File: config.mk
export PLATFORM = sky130hd
export DESIGN_NAME = bmp24_stream_decoder
export DESIGN_NICKNAME = d
export VERILOG_FILES = /design/src/rtl/core/bmp24sd_pkg.sv /design/src/rtl/core/bmp24sd_front.sv /design/src/rtl/core/bmp24sd_rqueue.sv /design/src/rtl/core/bmp24_stream_decoder.sv
export SDC_FILE = /design/constraint.sdc
export NUM_CORES = 2
export LEC_CHECK = 0
export ABC_AREA = 1
export BUFFER_PORTS_ARGS = -buffer_cell sky130_fd_sc_hd__buf_2
export CORE_UTILIZATION = 30
export DETAILED_ROUTE_END_ITERATION = 8
export PLACE_DENSITY = 0.49
export SYNTH_ARGS = -nofsm -noshare
export SYNTH_HDL_FRONTEND = slang
export SYNTH_HIERARCHICAL = 1
export SYNTH_SLANG_ARGS = --single-unit
File: constraint.sdc
create_clock -name clk -period 20.1 [get_ports clk]
set_clock_uncertainty 0.2 [all_clocks]
set_input_delay 1.005 -clock clk [delete_from_list [all_inputs] [get_ports clk]]
set_output_delay 1.005 -clock clk [all_outputs]
set_load 0.005 [all_outputs]
File: src/rtl/core/bmp24sd_pkg.sv
// ----------------------------------------------------------------------------
// bmp24sd_pkg
// Types and fixed constants of the 24-bit BMP stream decoder.
// ----------------------------------------------------------------------------
`default_nettype none

package bmp24sd_pkg;

	typedef struct packed {
		logic [7:0] data_byte;
		logic       end_of_file;
	} in_item_t;

	typedef struct packed {
		logic [1:0]  result_kind;
		logic [2:0]  status;
		logic [7:0]  red;
		logic [7:0]  green;
		logic [7:0]  blue;
		logic [7:0]  alpha;
		logic [11:0] column;
		logic [11:0] row_index;
		logic [12:0] image_width;
		logic [12:0] image_height;
		logic        final_res;
	} out_item_t;

	typedef enum logic [3:0] {
		PH_HEADER = 4'b0001,
		PH_SKIP   = 4'b0010,
		PH_PIXELS = 4'b0100,
		PH_DONE   = 4'b1000
	} phase_t;

	localparam logic [1:0] KIND_PIXEL  = 2'd0;
	localparam logic [1:0] KIND_FINISH = 2'd1;
	localparam logic [1:0] KIND_REJECT = 2'd2;

	localparam logic [2:0] ST_OK        = 3'd0;
	localparam logic [2:0] ST_SIGNATURE = 3'd1;
	localparam logic [2:0] ST_DIB_SIZE  = 3'd2;
	localparam logic [2:0] ST_FORMAT    = 3'd3;
	localparam logic [2:0] ST_TRUNCATED = 3'd4;
	localparam logic [2:0] ST_TOO_LARGE = 3'd5;

	localparam logic [31:0] HDR_LEN     = 32'd54;
	localparam logic [31:0] DIB_MIN     = 32'd40;
	localparam logic [32:0] FILE_HDR    = 33'd14;
	localparam logic [15:0] BPP_24      = 16'd24;
	localparam logic [15:0] SIGNATURE   = 16'h4D42;
	localparam logic [7:0]  ALPHA_OPAQUE = 8'd255;

	// header byte positions at which a little-endian word is complete or a derived term is prepared
	localparam logic [31:0] POS_SIG      = 32'd1;
	localparam logic [31:0] POS_OFFSET   = 32'd13;
	localparam logic [31:0] POS_DIB      = 32'd17;
	localparam logic [31:0] POS_DIB_NEED = 32'd18;
	localparam logic [31:0] POS_WIDTH    = 32'd21;
	localparam logic [31:0] POS_HEIGHT   = 32'd25;
	localparam logic [31:0] POS_STRIDE   = 32'd26;
	localparam logic [31:0] POS_PRODUCT  = 32'd27;
	localparam logic [31:0] POS_NEED     = 32'd28;
	localparam logic [31:0] POS_BPP      = 32'd29;
	localparam logic [31:0] POS_COMP     = 32'd33;
	localparam logic [31:0] POS_LAST     = 32'd53;

	localparam int Q_DEPTH = 4;

endpackage

`default_nettype wire

File: src/rtl/core/bmp24sd_front.sv
// ----------------------------------------------------------------------------
// bmp24sd_front
// Byte parser: header capture and checks, offset skip, pixel assembly.
// ----------------------------------------------------------------------------
`default_nettype none

module bmp24sd_front import bmp24sd_pkg::*; #(
	parameter int MAX_WIDTH  = 4096,
	parameter int MAX_HEIGHT = 4096
) (
	input  wire logic        clk,
	input  wire logic        arst_n,
	input  wire logic        accept,
	input  wire in_item_t    item,
	input  wire logic [31:0] file_length,
	output logic [1:0]       wr_cnt,
	output out_item_t        wr0,
	output out_item_t        wr1
);

	localparam int WW = ($clog2(MAX_WIDTH + 1) < 2) ? 2 : $clog2(MAX_WIDTH + 1);
	localparam int HW = ($clog2(MAX_HEIGHT + 1) < 1) ? 1 : $clog2(MAX_HEIGHT + 1);
	localparam int SW = WW + 2;
	localparam int PW = SW + HW;
	localparam int NW = ((PW > 32) ? PW : 32) + 1;

	phase_t          phase_q, phase_d;
	logic [31:0]     pos_q, pos_d, pos_inc;
	logic [31:0]     hword_q, hword_d, hword_new;
	logic [31:0]     offset_q, offset_d;
	logic [31:0]     dib_q, dib_d;
	logic [32:0]     dib_need_q, dib_need_d;
	logic [31:0]     raw_w_q, raw_w_d;
	logic [31:0]     raw_h_q, raw_h_d;
	logic [15:0]     bitcnt_q, bitcnt_d;
	logic [31:0]     comp_q, comp_d;
	logic            sig_ok_q, sig_ok_d;
	logic [31:0]     habs_q, habs_d;
	logic [SW-1:0]   stride_q, stride_d;
	logic [PW-1:0]   prod_q, prod_d;
	logic [NW-1:0]   need_q, need_d;
	logic [WW-1:0]   width_q, width_d;
	logic [HW-1:0]   height_q, height_d;
	logic            bottom_up_q, bottom_up_d;
	logic [WW-1:0]   col_q, col_d, col_inc;
	logic [HW-1:0]   frow_q, frow_d, frow_inc;
	logic [1:0]      pad_q, pad_d;
	logic [1:0]      cph_q, cph_d;
	logic [7:0]      blue_q, blue_d;
	logic [7:0]      green_q, green_d;

	logic [2:0]      hdr_status;
	logic [31:0]     col32, row32, w32, h32;
	logic [3:0]      w3;
	out_item_t       pix_res, fin_res, rej_res;
	logic [1:0]      n;
	logic [2:0]      rej_code;
	logic [7:0]      b;
	logic            eof;

	assign b   = item.data_byte;
	assign eof = item.end_of_file;

	// header verdict, all heavy terms were prepared on earlier header bytes
	always_comb begin
		if (file_length < HDR_LEN || !sig_ok_q) begin
			hdr_status = ST_SIGNATURE;
		end else if (dib_q < DIB_MIN || {1'b0, file_length} < dib_need_q) begin
			hdr_status = ST_DIB_SIZE;
		end else if (bitcnt_q != BPP_24 || comp_q != 32'd0 || raw_w_q == 32'd0 ||
				raw_w_q[31] || raw_h_q == 32'd0) begin
			hdr_status = ST_FORMAT;
		end else if (raw_w_q > 32'(MAX_WIDTH) || habs_q > 32'(MAX_HEIGHT) ||
				offset_q < HDR_LEN) begin
			hdr_status = ST_TOO_LARGE;
		end else if (NW'(file_length) < need_q) begin
			hdr_status = ST_TRUNCATED;
		end else begin
			hdr_status = ST_OK;
		end
	end

	assign col32 = 32'(col_q);
	assign w32   = 32'(width_q);
	assign h32   = 32'(height_q);
	assign row32 = bottom_up_q ? (h32 - 32'd1 - 32'(frow_q)) : 32'(frow_q);
	assign w3    = 4'(w32[1:0]) * 4'd3;

	always_comb begin
		pix_res              = '0;
		pix_res.result_kind  = KIND_PIXEL;
		pix_res.status       = ST_OK;
		pix_res.red          = b;
		pix_res.green        = green_q;
		pix_res.blue         = blue_q;
		pix_res.alpha        = ALPHA_OPAQUE;
		pix_res.column       = col32[11:0];
		pix_res.row_index    = row32[11:0];
		pix_res.image_width  = w32[12:0];
		pix_res.image_height = h32[12:0];

		fin_res              = '0;
		fin_res.result_kind  = KIND_FINISH;
		fin_res.status       = ST_OK;
		fin_res.image_width  = w32[12:0];
		fin_res.image_height = h32[12:0];
		fin_res.final_res    = 1'b1;

		rej_res              = '0;
		rej_res.result_kind  = KIND_REJECT;
		rej_res.status       = rej_code;
		rej_res.final_res    = 1'b1;
	end

	always_comb begin
		phase_d     = phase_q;
		pos_inc     = (pos_q == 32'hFFFF_FFFF) ? pos_q : pos_q + 32'd1;
		pos_d       = pos_inc;
		hword_new   = {b, hword_q[31:8]};
		hword_d     = hword_q;
		offset_d    = offset_q;
		dib_d       = dib_q;
		dib_need_d  = dib_need_q;
		raw_w_d     = raw_w_q;
		raw_h_d     = raw_h_q;
		bitcnt_d    = bitcnt_q;
		comp_d      = comp_q;
		sig_ok_d    = sig_ok_q;
		habs_d      = habs_q;
		stride_d    = stride_q;
		prod_d      = prod_q;
		need_d      = need_q;
		width_d     = width_q;
		height_d    = height_q;
		bottom_up_d = bottom_up_q;
		col_d       = col_q;
		frow_d      = frow_q;
		pad_d       = pad_q;
		cph_d       = cph_q;
		blue_d      = blue_q;
		green_d     = green_q;
		col_inc     = col_q + WW'(1);
		frow_inc    = frow_q + HW'(1);
		n           = 2'd0;
		rej_code    = ST_SIGNATURE;
		wr0         = rej_res;
		wr1         = rej_res;

		case (phase_q)
			PH_HEADER: begin
				hword_d = hword_new;
				if (pos_q == POS_SIG) sig_ok_d = (hword_new[31:16] == SIGNATURE);
				if (pos_q == POS_OFFSET) offset_d = hword_new;
				if (pos_q == POS_DIB) dib_d = hword_new;
				if (pos_q == POS_DIB_NEED) dib_need_d = FILE_HDR + 33'(dib_q);
				if (pos_q == POS_WIDTH) raw_w_d = hword_new;
				if (pos_q == POS_HEIGHT) raw_h_d = hword_new;
				if (pos_q == POS_STRIDE) begin
					habs_d   = raw_h_q[31] ? (32'd0 - raw_h_q) : raw_h_q;
					stride_d = (SW'(raw_w_q[WW-1:0]) * SW'(3) + SW'(3)) & ~SW'(3);
				end
				if (pos_q == POS_PRODUCT) prod_d = PW'(stride_q) * PW'(habs_q[HW-1:0]);
				if (pos_q == POS_NEED) need_d = NW'(offset_q) + NW'(prod_q);
				if (pos_q == POS_BPP) bitcnt_d = hword_new[31:16];
				if (pos_q == POS_COMP) comp_d = hword_new;
				if (pos_q == POS_LAST) begin
					if (hdr_status != ST_OK) begin
						rej_code = hdr_status;
						n        = 2'd1;
						phase_d  = PH_DONE;
					end else begin
						width_d     = raw_w_q[WW-1:0];
						height_d    = habs_q[HW-1:0];
						bottom_up_d = ~raw_h_q[31];
						phase_d     = (offset_q == HDR_LEN) ? PH_PIXELS : PH_SKIP;
					end
				end else if (eof) begin
					rej_code = ST_SIGNATURE;
					n        = 2'd1;
				end
			end
			PH_SKIP: begin
				if (pos_inc >= offset_q) phase_d = PH_PIXELS;
			end
			PH_PIXELS: begin
				if (pad_q != 2'd0) begin
					pad_d = pad_q - 2'd1;
				end else if (cph_q == 2'd0) begin
					blue_d = b;
					cph_d  = 2'd1;
				end else if (cph_q == 2'd1) begin
					green_d = b;
					cph_d   = 2'd2;
				end else begin
					cph_d = 2'd0;
					wr0   = pix_res;
					n     = 2'd1;
					col_d = col_inc;
					if (col_inc >= width_q) begin
						col_d  = '0;
						frow_d = frow_inc;
						pad_d  = 2'(4'd4 - {2'b00, w3[1:0]});
						if (frow_inc >= height_q) begin
							wr1     = fin_res;
							n       = 2'd2;
							phase_d = PH_DONE;
						end
					end
				end
			end
			PH_DONE: begin
			end
			default: begin
			end
		endcase

		if (eof) begin
			if ((phase_d == PH_SKIP || phase_d == PH_PIXELS) && n != 2'd2) begin
				rej_code = ST_TRUNCATED;
				n        = n + 2'd1;
			end
			// drop all per-file state, keep only the length register outside
			phase_d     = PH_HEADER;
			pos_d       = '0;
			hword_d     = '0;
			offset_d    = '0;
			dib_d       = '0;
			dib_need_d  = '0;
			raw_w_d     = '0;
			raw_h_d     = '0;
			bitcnt_d    = '0;
			comp_d      = '0;
			sig_ok_d    = 1'b0;
			habs_d      = '0;
			stride_d    = '0;
			prod_d      = '0;
			need_d      = '0;
			width_d     = '0;
			height_d    = '0;
			bottom_up_d = 1'b0;
			col_d       = '0;
			frow_d      = '0;
			pad_d       = '0;
			cph_d       = '0;
			blue_d      = '0;
			green_d     = '0;
		end

		wr_cnt = accept ? n : 2'd0;
	end

	always_ff @(posedge clk or negedge arst_n) begin
		if (!arst_n) begin
			phase_q     <= PH_HEADER;
			pos_q       <= '0;
			hword_q     <= '0;
			offset_q    <= '0;
			dib_q       <= '0;
			dib_need_q  <= '0;
			raw_w_q     <= '0;
			raw_h_q     <= '0;
			bitcnt_q    <= '0;
			comp_q      <= '0;
			sig_ok_q    <= 1'b0;
			habs_q      <= '0;
			stride_q    <= '0;
			prod_q      <= '0;
			need_q      <= '0;
			width_q     <= '0;
			height_q    <= '0;
			bottom_up_q <= 1'b0;
			col_q       <= '0;
			frow_q      <= '0;
			pad_q       <= '0;
			cph_q       <= '0;
			blue_q      <= '0;
			green_q     <= '0;
		end else if (accept) begin
			phase_q     <= phase_d;
			pos_q       <= pos_d;
			hword_q     <= hword_d;
			offset_q    <= offset_d;
			dib_q       <= dib_d;
			dib_need_q  <= dib_need_d;
			raw_w_q     <= raw_w_d;
			raw_h_q     <= raw_h_d;
			bitcnt_q    <= bitcnt_d;
			comp_q      <= comp_d;
			sig_ok_q    <= sig_ok_d;
			habs_q      <= habs_d;
			stride_q    <= stride_d;
			prod_q      <= prod_d;
			need_q      <= need_d;
			width_q     <= width_d;
			height_q    <= height_d;
			bottom_up_q <= bottom_up_d;
			col_q       <= col_d;
			frow_q      <= frow_d;
			pad_q       <= pad_d;
			cph_q       <= cph_d;
			blue_q      <= blue_d;
			green_q     <= green_d;
		end
	end

endmodule

`default_nettype wire

File: src/rtl/core/bmp24sd_rqueue.sv
// ----------------------------------------------------------------------------
// bmp24sd_rqueue
// Result queue: takes up to two results a cycle, hands out one a cycle.
// ----------------------------------------------------------------------------
`default_nettype none

module bmp24sd_rqueue import bmp24sd_pkg::*; (
	input  wire logic      clk,
	input  wire logic      arst_n,
	input  wire logic [1:0] wr_cnt,
	input  wire out_item_t wr0,
	input  wire out_item_t wr1,
	input  wire logic      rd,
	output out_item_t      head,
	output logic           empty,
	output logic           full
);

	localparam int PTRW = $clog2(Q_DEPTH);
	localparam int CNTW = $clog2(Q_DEPTH + 1);

	out_item_t         slots_q [Q_DEPTH];
	logic [PTRW-1:0]   wr_ptr_q;
	logic [PTRW-1:0]   rd_ptr_q;
	logic [CNTW-1:0]   count_q;
	logic [PTRW-1:0]   wr_ptr_nx;

	assign wr_ptr_nx = wr_ptr_q + PTRW'(1);
	assign head      = slots_q[rd_ptr_q];
	assign empty     = (count_q == '0);
	// hold off the producer unless two slots are free
	assign full      = (count_q > CNTW'(Q_DEPTH - 2));

	always_ff @(posedge clk) begin
		if (wr_cnt != 2'd0) slots_q[wr_ptr_q] <= wr0;
		if (wr_cnt == 2'd2) slots_q[wr_ptr_nx] <= wr1;
	end

	always_ff @(posedge clk or negedge arst_n) begin
		if (!arst_n) begin
			wr_ptr_q <= '0;
			rd_ptr_q <= '0;
			count_q  <= '0;
		end else begin
			wr_ptr_q <= wr_ptr_q + PTRW'(wr_cnt);
			rd_ptr_q <= rd_ptr_q + PTRW'(rd);
			count_q  <= count_q + CNTW'(wr_cnt) - CNTW'(rd);
		end
	end

endmodule

`default_nettype wire

File: src/rtl/core/bmp24_stream_decoder.sv
// ----------------------------------------------------------------------------
// bmp24_stream_decoder
// Streaming decoder for uncompressed 24-bit BMP files, byte in, RGBA pixel out.
// ----------------------------------------------------------------------------
// Usage:
//   Input queue: drive item (one file byte, end_of_file on the last byte) and
//   push; a beat is taken when push is high and full is low.
//   Result queue: while empty is low, result holds the oldest result; pop
//   takes it. Pixels come one per B,G,R triple; the finish or rejection beat
//   carries final_res.
//   Config: cfg_wr_en/cfg_wr_data load file_length; write it between files.
//   Results: each result is registered into the queue as the byte that causes it is taken.
//   Throughput: one byte per cycle while full is low; the parser updates all state in the
//   cycle a byte is taken, and the four-entry result queue absorbs the
//   two-beat burst on the last pixel. full rises only once three results wait.
//   Header sums and the stride product are prepared on header bytes 18 to 28,
//   so the verdict on byte 53 is a set of compares.
//   Reset clears the parser to the header phase, empties the queue and zeroes
//   file_length. A stalled receiver fills the queue and then holds off push.
// ----------------------------------------------------------------------------
`default_nettype none

module bmp24_stream_decoder import bmp24sd_pkg::*; #(
	parameter int MAX_WIDTH  = 4096,
	parameter int MAX_HEIGHT = 4096
) (
	input  wire logic        clk,
	input  wire logic        arst_n,
	input  wire logic        push,
	output logic             full,
	input  wire in_item_t    item,
	output logic             empty,
	input  wire logic        pop,
	output out_item_t        result,
	input  wire logic        cfg_wr_en,
	input  wire logic [31:0] cfg_wr_data
);

	logic [31:0] flen_q;
	logic        accept;
	logic [1:0]  wr_cnt;
	out_item_t   wr0;
	out_item_t   wr1;

	assign accept = push & ~full;

	always_ff @(posedge clk or negedge arst_n) begin
		if (!arst_n) begin
			flen_q <= '0;
		end else if (cfg_wr_en) begin
			flen_q <= cfg_wr_data;
		end
	end

	bmp24sd_front #(
		.MAX_WIDTH  (MAX_WIDTH),
		.MAX_HEIGHT (MAX_HEIGHT)
	) u_front (
		.clk         (clk),
		.arst_n      (arst_n),
		.accept      (accept),
		.item        (item),
		.file_length (flen_q),
		.wr_cnt      (wr_cnt),
		.wr0         (wr0),
		.wr1         (wr1)
	);

	bmp24sd_rqueue u_rqueue (
		.clk    (clk),
		.arst_n (arst_n),
		.wr_cnt (wr_cnt),
		.wr0    (wr0),
		.wr1    (wr1),
		.rd     (pop & ~empty),
		.head   (result),
		.empty  (empty),
		.full   (full)
	);

endmodule

`default_nettype wire

Word-level counts from Yosys, hierarchy flattened
Memories as Yosys holds them, arrays and structs flattened.
Cells that the tools add are included.

word-level totals
  input port bits = 46
  memories = 1
  output and inout port bits = 90
  register bits = 498
  RAM bits = 352

cells by class
  $mul = 3
  eq/ne operators = 30
  bitwise operators = 5
  reductions and logical operators = 56
  mux-type cells = 133
  $add $sub $neg = 17
  magnitude comparators = 11

memories
  name              words  bits a word  read ports  clocked after Yosys merged registers in  wr ports  line                  text
  u_rqueue.slots_q  4      88           1           0                                        2         bmp24sd_rqueue.sv:22  out_item_t slots_q [Q_DEPTH];

operators by type and width
  cell                     number
  $mux W88                 10
  $mux W32                 23
  $mux W13                 20
  $eq A32 B5 Y1 const B    8
  $mux W33                 6
  $eq A32 B6 Y1 const B    3
  $lt A32 B6 Y1 const B    3
  $mux W28                 3
  $mux W8                  9
  $lt A32 B33 Y1           2
  $gt A32 B13 Y1 const B   2
  $logic_not A32 Y1        2
  $mux W16                 3
  $mux W15                 3
  $mux W2                  20
  $reduce_bool A2 Y1       19
  $mux W4                  9
  $reduce_and A3 Y1        12
  $add A32 B28 Y33         1
  $add A4 B32 Y33 const A  1
  $mux W3                  11
  $add A32 B1 Y32 const B  1
  $eq A32 B1 Y1 const B    1
  $eq A32 B32 Y1 const B   1
  other kinds (45)         82

Logic depth before layout (Yosys ltp)
  depth after elaboration = 23
  mapped depth = 40

Hierarchy
The synthesis kept the hierarchy.

by module, submodules not included
  module                seq. area each (um^2)  cells an instance  area each (um^2)  instances
  bmp24sd_front         11,187.0               4,162              32,462.4          1
  bmp24sd_rqueue        10,745.3               2,509              19,770.2          1
  bmp24_stream_decoder  800.8                  140                1,307.5           1

Least setup slack after synthesis
OpenSTA, ideal clock, no wires.

  kind = register to register
  start point = reg u_front.pos_q[0]
  end point = mem u_rqueue/slots_q[1][0] in the netlist's numbering (enable)
  path buffers = 2
  clock period less this slack = 6,996 ps
  library setup time = 449 ps
  slack = 13,104 ps
  arrival time = 6,347 ps
  required time = 19,451 ps
  cell stages (with the launch flop) = 39
  cells stage by stage = dfrtp_1 ha_1 inv_1 nor2_2 nand2_1 nor2_1 nand3_1 nor3_2 nand3_1 nor2_4 inv_1 nand3_1 nor3_1 nand2_1 xor2_1 inv_1 ha_1 nand4_1 (+3 left out) nand2_1 nand3_1 nand2_1 inv_1 nor2_1 nand2_1 nand2_1 nand2_1 nand3_1 nand2_1 nand2_1 nor2_1 inv_1 nor2_4 nand2_1 buf_2 buf_2 nand2_1

RTL lines
  item                      line                  text
  start: declaration        bmp24sd_front.sv:28   logic [31:0] pos_q, pos_d, pos_inc;
  start signal: assignment  bmp24sd_front.sv:280  pos_q <= pos_d;
  end: declaration          bmp24sd_rqueue.sv:22

==> reports/metrics.csv <==
stage;metric;value;unit
synth;number of synthesized register bits;838;
critical_path;CP most frequent cell;nand2_1;
power_and_ir_drop;Pleak;0.0291;µW
clock_network;Worst-Skew Late Latency;0.74;ns
floorplan;Starting Density;30.3;%
critical_path;CP max stage delay;0.81;ns
layout;Final Util;33.7;%
layout;layout cell share with drive strength beyond 1;7.70;%
synth;post-synthesis adder-cell area fraction;10.9;%
layout;Largest Register;u_rqueue/slots_q;
synth;Synth cell types;64;
critical_path;CP max-delay cell;buf_4;
sta;WHS;0.0637;ns
clock_network;CTS Buf Count;100;
sta;Slew Limit Fails;0;
clock_network;H-tree Lvls;3;
grt;antenna violations before repair;0;
layout;max FFs per register;352;
worst_hold_path;worst min path class;in2async;
clock_network;post-CTS setup buffer count;0;
critical_path;Worst R2R End;u_rqueue/slots_q[3][80];
critical_path;Worst setup SP type;flip-flop;
power_and_ir_drop;Pwr Density;117;nW/µm²
drt;via count of the routed design;44600;
synth;Synth Instances;6811;
floorplan;I/O Pins;136;
place;placed instance area;56100;µm²
drt;DR iter-0 viols;3271;
critical_path;CP startpoint;u_front/pos_q[0];
clock_network;root buf cell;clkbuf_16;
sta;Setup violations, final;0;
sta;RSZ-0062 raised after global routing;false;
grt;largest net degree at the start of global routing;158;
synth;YS warnings;6;
layout;Layout Nets;7229;
clock_network;CTS Sinks;838;
sta;setup TNS;0;ns
layout;Synth-to-Final Area Change;11.1;%
critical_path;Worst Setup EP;u_rqueue/slots_q[3][80];
synth;Compound-Gate Fraction of Synth Area;7.76;%
drt;routed len/inst;18.7;µm
synth;mux share of post-synthesis cell area;0.0421;%
sta;worst-margin pin slew;1.20;ns
layout;post-route cell area;59500;µm²
drt;Final ANT Viol Nets;0;
grt;vias in the first global route;43700;
layout;Ant. Diodes;0;
run;max cap viols;0;
clock_network;TritonCTS clock tree;yes;
sta;Rel. slew slack;19.6;%
synth;simple-gate portion of the synthesized area;26.7;%
grt;gr usage total;19.0;%
sta;post-route setup slack;10.92;ns
floorplan;die area;180000;µm²
floorplan;chip height;424;µm
layout;Top Registers;u_rqueue/slots_q (352), u_front/dib_need_q (33), u_front/need_q (33);
floorplan;site row count;154;
sta;Final min period;9.18;ns
clock_network;maximum clock path buffer count;3;
critical_path;CP Capture Type;flip-flop;
clock_network;number of gates resized after CTS;0;
drt;DRC viols;0;
synth;mean post-synth cell area;7.86;µm²
critical_path;CP required;20.24;ns
critical_path;Worst path depth;37;
power_and_ir_drop;maximum VDD drop;0.0733;mV
critical_path;Setup CP Type;reg2reg;
critical_path;CP top delay family;simple AND/OR/NAND/NOR gates;
synth;top_reg_cell synth;dfrtp_1;
place;Post-Place Worst Slack;11.05;ns
synth;xor and xnor area share after synthesis;1.80;%
sta;Max Freq;0.109;GHz
critical_path;R2R setup slack;10.92;ns
critical_path;critical path arrival;9.32;ns
critical_path;CP max FO;79;
floorplan;Die X;424;µm
synth;post-synthesis cell area;53500;µm²
sta;Hold Vio Cnt, Final;0;
synth;number of synthesized flops with an enable pin;352;
place;RePlAce Congestion;0.884;
sta;Final period util;45.7;%
critical_path;Buf/Inv on CP;8;
place;HPWL reported at the end of detailed placement;118000;µm
run_status;status;completed;
floorplan;core footprint;177000;µm²
synth;combinational family with the most area after synthesis;simple AND/OR/NAND/NOR gates;
critical_path;Worst R2R Path Depth;37;
synth;Post-synth ARST share;58.0;%
drt;Avg Vias per Cell;4.84;
clock_network;hold buffers post-CTS;0;
place;Port Buf Inserts;135;
drt;TritonRoute pass-1 iters;6;
grt;Remaining Overflow, GRT;0;
synth;Seq/Total Area, Yosys;42.5;%
grt;global-route wire length before repair;265000;µm
drt;final wirelength;172000;µm
critical_path;reg2reg start;u_front/pos_q[0];
clock_network;register clock-pin slew on the reported worst setup and hold paths;0.06;ns
==> how the worst min path moves through the flow <==
stage	startpoint	end	slack, ns	cells past startpoint
6_report	arst_n	flen_q[18]	0.06	1
5_1_grt	arst_n	flen_q[18]	0.12	1
4_1_cts	arst_n	flen_q[18]	0.07	1
3_5_place_dp	u_front/hword_q[13]	u_front/hword_q[13]	0.26	2
3_3_place_gp	u_front/hword_q[8]	u_front/hword_q[8]	0.25	2
2_1_floorplan	u_front/hword_q[10]	u_front/hword_q[10]	0.24	2
==> layout make-up <==
class                           instances  area [µm²]
Clock buffer                          140        2800
Clock inverter                         44         623
Fill cell                           18600      117000
Inverter                              975        3670
Multi-Input combinational cell       4684       25600
Sequential cell                       838       22700
Tap cell                             2340        2930
Timing Repair Buffer                  190        1110
==> Yosys cell counts, types with 4 or more instances <==
cell type	count	area, µm²
xnor2_1	15	131
a21oi_4	4	65.1
o22ai_1	157	982
o21ai_0	275	1380
nor3_2	6	60.1
a22o_1	11	96.3
nand2_1	2112	7930
a32o_1	6	60.1
edfxtp_1	352	10600
a31oi_1	11	68.8
buf_2	76	380
buf_4	71	533
nand3b_1	7	52.6
nor2_2	8	50.1
inv_1	952	3570
nor2_4	6	67.6
a21o_1	7	52.6
fa_1	124	2480
nor2_1	342	1280
nand3_1	604	3020
inv_2	21	78.8
a21oi_1	159	796
nor3_1	72	360
xor2_1	93	815
nand4_1	69	432
o21a_1	5	37.5
o211ai_1	6	45.0
nor4_1	29	181
or2_2	101	632
o31ai_1	10	75.1
o21ai_1	54	270
ha_1	270	3380
o21bai_1	7	52.6
clkbuf_1	194	728
buf_1	22	82.6
dfrtp_1	485	12100
nand2_2	16	100
a21oi_2	4	35.0
and2_1	4	25.0
==> cells in the final DEF (no fill, tap or decap), types with 157 or more instances in the layout <==
cell / synthesis / layout
edfxtp_1: 352 / 352
nand3_1: 604 / 603
dfrtp_1: 485 / 483
a21oi_1: 159 / 159
o22ai_1: 157 / 157
inv_1: 952 / 952
o21ai_0: 275 / 275
nand2_1: 2112 / 2105
ha_1: 270 / 270
nor2_1: 342 / 340
==> stage by stage <==
stage | instances | power, µW
floorplan | 6867 | 4050
global placement | 9027 | 5090
detailed placement | 9027 | 5110
CTS | 9211 | 7050
global route | 9211 | 7450
finish | 9211 | 6980
==> per-layer routing <==
metal / wire length [µm] / vias to the layer above / track usage [%]
li1: - / 21700 / -
met2: 83400 / 1114 / 32.6
met1: 77200 / 21500 / 25.2
met5: 0 / - / 0
met4: 4290 / 0 / 5.32
met3: 7290 / 211 / 2.02
==> logic make-up (layout without fill, tap and decap cells) <==
logic type | after synthesis | after routing
AO/OA/AOI/OAI | 733 | 733
buffers and inverters | 1345 | 1349
AND/OR/NAND/NOR | 3388 | 3388
adder cells (fa/ha/maj) | 394 | 394
multiplexers | 2 | 2
flip-flops | 838 | 838
XOR/XNOR | 109 | 109
other | 2 | 58
==> power breakdown <==
group / internal [µW] / switching, µW / leakage (µW)
combinational: 836 / 1810 / 0.0175
sequential: 2090 / 325 / 0.00999
clock: 1140 / 769 / 0.00167
No activity file was read; power rests on OpenSTA's default activity.
